### src/rtl/vidya_adaptive_average_defines.svh
// Assertion macros used by the block's datapath module.
`ifndef VIDYA_ADAPTIVE_AVERAGE_DEFINES_SVH
`define VIDYA_ADAPTIVE_AVERAGE_DEFINES_SVH

// The consequent must hold in the same cycle as the antecedent.
`define VAA_ASSERT_SAME(label, ante, cons) \
    label: assert property (@(posedge clk) disable iff (!rst_n) (ante) |-> (cons)) \
        else $error("vaa assertion failed");

// The consequent must hold in the cycle after the antecedent.
`define VAA_ASSERT_NEXT(label, ante, cons) \
    label: assert property (@(posedge clk) disable iff (!rst_n) (ante) |=> (cons)) \
        else $error("vaa assertion failed");

`endif

### src/rtl/vaa_pkg.sv
package vaa_pkg;

    localparam int MAX_WINDOW = 64;
    localparam int FRAC_BITS  = 16;

    localparam int PRICE_W = 32;
    localparam int RATIO_W = FRAC_BITS + 1;
    localparam int CFG_W   = 6;
    localparam int CFG_IDX_W = 1;
    localparam int RING_AW = $clog2(MAX_WINDOW);
    localparam int PER_W   = RING_AW + 1;
    localparam int IDX_W   = 7;
    localparam int MOM_W   = PRICE_W + 1;
    localparam int SUM_W   = 39;
    localparam int TOT_W   = SUM_W + 1;
    localparam int DIV_BITS = PRICE_W;
    localparam int CNT_W   = $clog2(DIV_BITS + 1);
    localparam int PROD_W  = RATIO_W + PRICE_W;
    localparam int XS_W    = PROD_W - FRAC_BITS + 1;

    localparam logic [CFG_IDX_W-1:0] REG_CMO_PERIOD   = 1'b0;
    localparam logic [CFG_IDX_W-1:0] REG_VIDYA_PERIOD = 1'b1;

    localparam logic [CFG_W-1:0] CMO_PERIOD_RESET   = 6'd10;
    localparam logic [CFG_W-1:0] VIDYA_PERIOD_RESET = 6'd14;
    localparam logic [CFG_W-1:0] MIN_PERIOD         = 6'd2;
    localparam logic [IDX_W-1:0] IDX_MAX            = 7'd127;
    localparam logic [RATIO_W-1:0] RATIO_ONE        = RATIO_W'(1) << FRAC_BITS;

    typedef struct packed {
        logic [PRICE_W-1:0] price;
        logic               series_start;
    } sample_t;

    typedef struct packed {
        logic [PRICE_W-1:0] average;
        logic [RATIO_W-1:0] ratio;
    } result_t;

    typedef struct packed {
        logic capture;
        logic prep;
        logic update;
        logic ratio_ld;
        logic ratio_take;
        logic mul;
        logic step_ld;
        logic load_out;
    } ctrl_cmd_t;

    typedef struct packed {
        logic emit;
        logic div_busy;
        logic out_free;
    } dp_status_t;

endpackage

### src/rtl/vaa_ctrl.sv
module vaa_ctrl
    import vaa_pkg::*;
(
    input  logic       clk,
    input  logic       rst_n,
    input  logic       sample_valid,
    output logic       sample_stall,
    input  dp_status_t sts,
    output ctrl_cmd_t  cmd
);

    localparam logic [3:0] ST_IDLE = 4'd0;
    localparam logic [3:0] ST_PREP = 4'd1;
    localparam logic [3:0] ST_UPD  = 4'd2;
    localparam logic [3:0] ST_RLD  = 4'd3;
    localparam logic [3:0] ST_RDIV = 4'd4;
    localparam logic [3:0] ST_MUL  = 4'd5;
    localparam logic [3:0] ST_SLD  = 4'd6;
    localparam logic [3:0] ST_SDIV = 4'd7;
    localparam logic [3:0] ST_OUT  = 4'd8;

    logic [3:0] state_reg;
    logic [3:0] state_next;

    always_comb
    begin
        cmd        = '0;
        state_next = state_reg;
        unique case (state_reg)
            ST_IDLE:
            begin
                if (sample_valid)
                begin
                    cmd.capture = 1'b1;
                    state_next  = ST_PREP;
                end
            end
            ST_PREP:
            begin
                cmd.prep   = 1'b1;
                state_next = ST_UPD;
            end
            ST_UPD:
            begin
                cmd.update = 1'b1;
                state_next = sts.emit ? ST_RLD : ST_IDLE;
            end
            ST_RLD:
            begin
                cmd.ratio_ld = 1'b1;
                state_next   = ST_RDIV;
            end
            ST_RDIV:
            begin
                if (!sts.div_busy)
                begin
                    cmd.ratio_take = 1'b1;
                    state_next     = ST_MUL;
                end
            end
            ST_MUL:
            begin
                cmd.mul    = 1'b1;
                state_next = ST_SLD;
            end
            ST_SLD:
            begin
                cmd.step_ld = 1'b1;
                state_next  = ST_SDIV;
            end
            ST_SDIV:
            begin
                if (!sts.div_busy)
                begin
                    state_next = ST_OUT;
                end
            end
            ST_OUT:
            begin
                if (sts.out_free)
                begin
                    cmd.load_out = 1'b1;
                    state_next   = ST_IDLE;
                end
            end
            default:
            begin
                state_next = ST_IDLE;
            end
        endcase
    end

    always_ff @(posedge clk or negedge rst_n)
    begin
        if (!rst_n)
        begin
            state_reg <= ST_IDLE;
        end
        else
        begin
            state_reg <= state_next;
        end
    end

    assign sample_stall = (state_reg != ST_IDLE);

endmodule

### config.mk
export PLATFORM = sky130hd
export DESIGN_NAME = vaa_ctrl
export DESIGN_NICKNAME = d
export VERILOG_FILES = /design/src/rtl/vidya_adaptive_average_defines.svh /design/src/rtl/vaa_pkg.sv /design/src/rtl/vaa_ctrl.sv
export SDC_FILE = /design/constraint.sdc
export NUM_CORES = 1
export LEC_CHECK = 0
export ABC_AREA = 1
export ABC_CLOCK_PERIOD_IN_PS = 1300
export BUFFER_PORTS_ARGS = -buffer_cell sky130_fd_sc_hd__buf_2
export CORE_AREA = 10 10 47 49
export CTS_BUF_LIST = sky130_fd_sc_hd__clkbuf_16
export DETAILED_ROUTE_END_ITERATION = 6
export DIE_AREA = 0 0 57 59
export PLACE_DENSITY_LB_ADDON = 0.2
export SYNTH_ARGS = -nofsm -noshare
export SYNTH_HDL_FRONTEND = slang
export SYNTH_SLANG_ARGS = --single-unit
### constraint.sdc
create_clock -name clk -period 1.3 [get_ports clk]
set_input_delay 0.195 -clock clk [delete_from_list [all_inputs] [get_ports clk]]
set_output_delay 0.195 -clock clk [all_outputs]
set_load 0.01 [all_outputs]
==> Implementation_results.wiki <==
{| class="wikitable"
! Metric !! Value
|-
| Global Route met2 Usage || 10.4%
|-
| Critical Path Start || state_reg[3]$_DFFE_PN0P_
|-
| GRT Residual Overflow || 0
|-
| Number of CTS-inserted buffers || 3
|-
| Pin count of the biggest net entering global routing || 7
|-
| Synthesized area per cell || 6.56 sq um
|-
| Failing checks || setup timing
|-
| Number of global-route vias before repair || 403
|-
| Critical-path cell list || nor2_4, inv_2, nor3_2, buf_2
|-
| HPWL reported at the end of detailed placement || 812 um
|-
| Detailed-route vias per instance || 4.56
|-
| Result of the run || finished, violations left
|-
| Vert. Die Dim || 59 um
|-
| Number of inserted filler cells in the final layout || 154
|-
| CTS max path bufs || 2
|-
| Shortest period the worst path allows || 1400 ps
|-
| CP endpoint kind || output pin
|-
| Setup repair after global routing missed its margin || yes
|-
| Synth Warn # || 0
|-
| Final antenna-violating net count || 0
|-
| Core ar. || 1400 sq um
|-
| Core Util, Final || 46.9%
|-
| Clock skew || 0.519 ps
|-
| Number of hold violations in the final report || 0
|-
| Leak pwr || 0.363 nW
|-
| Non-filler cells, final || 94
|-
| GR Layer Usage met1 || 6.83%
|-
| CP max stage cell || sky130_fd_sc_hd__dfrtp_2
|-
| Post-detailed-routing wire length || 1120 um
|-
| Most heavily used metal layer in global routing || met2
|-
| Root Driver || sky130_fd_sc_hd__clkbuf_16
|-
| Portion of synthesized cell area occupied by the leading cell type || 30.5%
|-
| Yosys top cell by area || sky130_fd_sc_hd__dfrtp_1
|-
| Post-layout worst setup margin || -98.7 ps
|-
| Leading post-synthesis cells by cell area || sky130_fd_sc_hd__dfrtp_1 31%, sky130_fd_sc_hd__nand2_1 11%, sky130_fd_sc_hd__inv_1 10%
|-
| Worst setup endpoint || cmd[5]
|-
| Number of stages on the worst hold path || 3
|-
| Via count || 429
|-
| # setup viols final || 10
|-
| Detailed-route DRC error count || 0
|-
| First-pass DRT Iterations || 2
|-
| Cell Area, Synth || 328 sq um
|-
| Clk Latency, worst-skew pair || 220 ps
|-
| Die boundary width || 57 um
|-
| Highest cell delay on the worst timing path || 460 ps
|-
| Clock slew at reported path FFs || 30 ps
|-
| Pwr per Cell Area || 2890 nW/um^2
|-
| Total global routing track utilization || 6.29%
|-
| Final antenna diode count || 0
|-
| Sort of element at the start of the critical path || register
|-
| Arr. time, crit path || 1200 ps
|-
| Syn_nets || 56
|-
| Number of flip-flops and latches in the synthesized netlist || 4
|-
| Pin slew with the least headroom to its limit || 208 ps
|-
| Critical path required time || 1110 ps
|-
| Count of cells along the worst register-to-register path || 8
|-
| Fin crit share || 108%
|-
| IR Drop Worst-Case VDD || 0.930 mV
|-
| Final Hold Slack || 300 ps
|-
| Critical path start-end classification || register to output pin
|-
| Port bufs || 14
|-
| Worst R2R Setup Slack || -10 ps
|-
| Number of nets at the end of the flow || 86
|-
| Layout Area Growth over Synthesis || 100%
|-
| Total die area || 3360 sq um
|-
| Highest-count cells in the layout ignoring fill and taps || 14 x sky130_fd_sc_hd__buf_2, 8 x sky130_fd_sc_hd__buf_4, 6 x sky130_fd_sc_hd__inv_2, 6 x sky130_fd_sc_hd__inv_1, 6 x sky130_fd_sc_hd__nand2_1
|-
| Number of flip-flops in the largest register || 4
|-
| Row count || 14
|-
| Cell count after synthesis || 50
|-
| Critical path peak fanout || 5
|-
| Maximum clock rate || 715 MHz
|-
| Clock tree from TritonCTS || done
|-
| Slew margin rel. || 86.0%
|-
| Total power of the final layout || 1.90 mW
|-
| Reg2reg start || state_reg[3]$_DFFE_PN0P_
|-
| IO Pins || 15
|-
| DR iter-0 viols || 2
|-
| Dpl cells || 83
|-
| First-pass GRT wire length || 1690 um
|-
| Number of antenna violations at the first check in global routing || 0
|-
| TritonCTS sink count || 4
|-
| Final slew viol count || 0
|-
| Max capacitance violation total || 0
|-
| Share of cells above drive strength 1 || 65.4%
|-
| Initial Utilization || 23.4%
|-
| Most common library cell in the layout ignoring fill and taps || sky130_fd_sc_hd__buf_2
|-
| Worst flop-to-flop path endpoint || state_reg[3]$_DFFE_PN0P_
|-
| Startpoint of the most critical hold path || sts[2]
|-
| H-tree level count || 1
|-
| Portion of the post-synthesis area used by sequential elements || 30.5%
|-
| Number of distinct standard cells referenced by the synthesized netlist || 15
|-
| RD Place Congestion || 0.767
|-
| Met3 demand-to-capacity share in global routing || 1.93%
|-
| Detail-routed net length per standard cell || 11.9 um
|-
| Hold Crit Class || input port to register
|}
-- repair_timing --
action,4_1_cts,5_1_grt
hold buffers,1,0
endpoints found under the hold margin,4,0
buffers inserted,3,4
gates resized for setup,12,10
endpoints found under the setup margin,9,12
pin swaps,2,5
-- cell type report --
class,instances,area (sq um),share of cell area [%]
sequential,4,103,15.6
inverter,12,45.0,6.86
timing repair buffer,25,163,24.8
multi-input combinational,34,251,38.3
clock buffer,3,75.1,11.4
tap,16,20.0,3.05
-- per-layer routing --
metal	part of all wire, %	routed length, um
met5	0	0
met4	0	0
met2	54	609
met3	4.5	51
met1	41	461
-- through the flow --
| stage | instance area, sq um | TNS [ps] | setup WS (ps) |
|---|---|---|---|
| floorplan | 328 | 0 | 59.1 |
| global placement | 440 | 0 | 92.8 |
| detailed placement | 440 | 0 | 65.0 |
| CTS | 587 | -560 | -92.7 |
| global route | 657 | -1250 | -165 |
| finish | 657 | -541 | -98.7 |
-- power breakdown --
part	internal (mW)	total [mW]	switching [mW]
clock	0.392	0.472	0.0797
sequential	0.188	0.271	0.0834
combinational	0.530	1.15	0.623
-- cells in the mapped netlist, drive strengths merged --
cell    number
nor4         3
nor2         8
nand3        7
dfrtp        4
nor3         1
nand2       11
o21bai       1
inv         12
nand4        2
o21ai        1
-- critical path, delay by kind of cell (launching register included) --
| kind | cells | cell delay [ps] |
|---|---|---|
| buf+inv | 2 | 220 |
| flops | 1 | 460 |
| simple gates | 2 | 290 |
-- worst min path at each step --
| stage | slack, ps | end |
|---|---|---|
| floorplan | -100 | state_reg[0]$_DFFE_PN0P_ |
| global placement | 2 | state_reg[0]$_DFFE_PN0P_ |
| detailed placement | 0.002 | state_reg[0]$_DFFE_PN0P_ |
| CTS | 290 | state_reg[3]$_DFFE_PN0P_ |
| global route | 320 | state_reg[1]$_DFFE_PN0P_ |
| finish | 300 | state_reg[1]$_DFFE_PN0P_ |
-- cells by family (layout without fill, tap and decap cells) --
group | Yosys count | count (layout) | share of synthesized area [%]
and+or+nand+nor | 32 | 32 | 51.9
AOI/OAI and AO/OA | 2 | 2 | 3.82
buffers and inverters | 12 | 40 | 13.7
DFF | 4 | 4 | 30.5
Note: power is estimated with default switching activity, not from simulation.
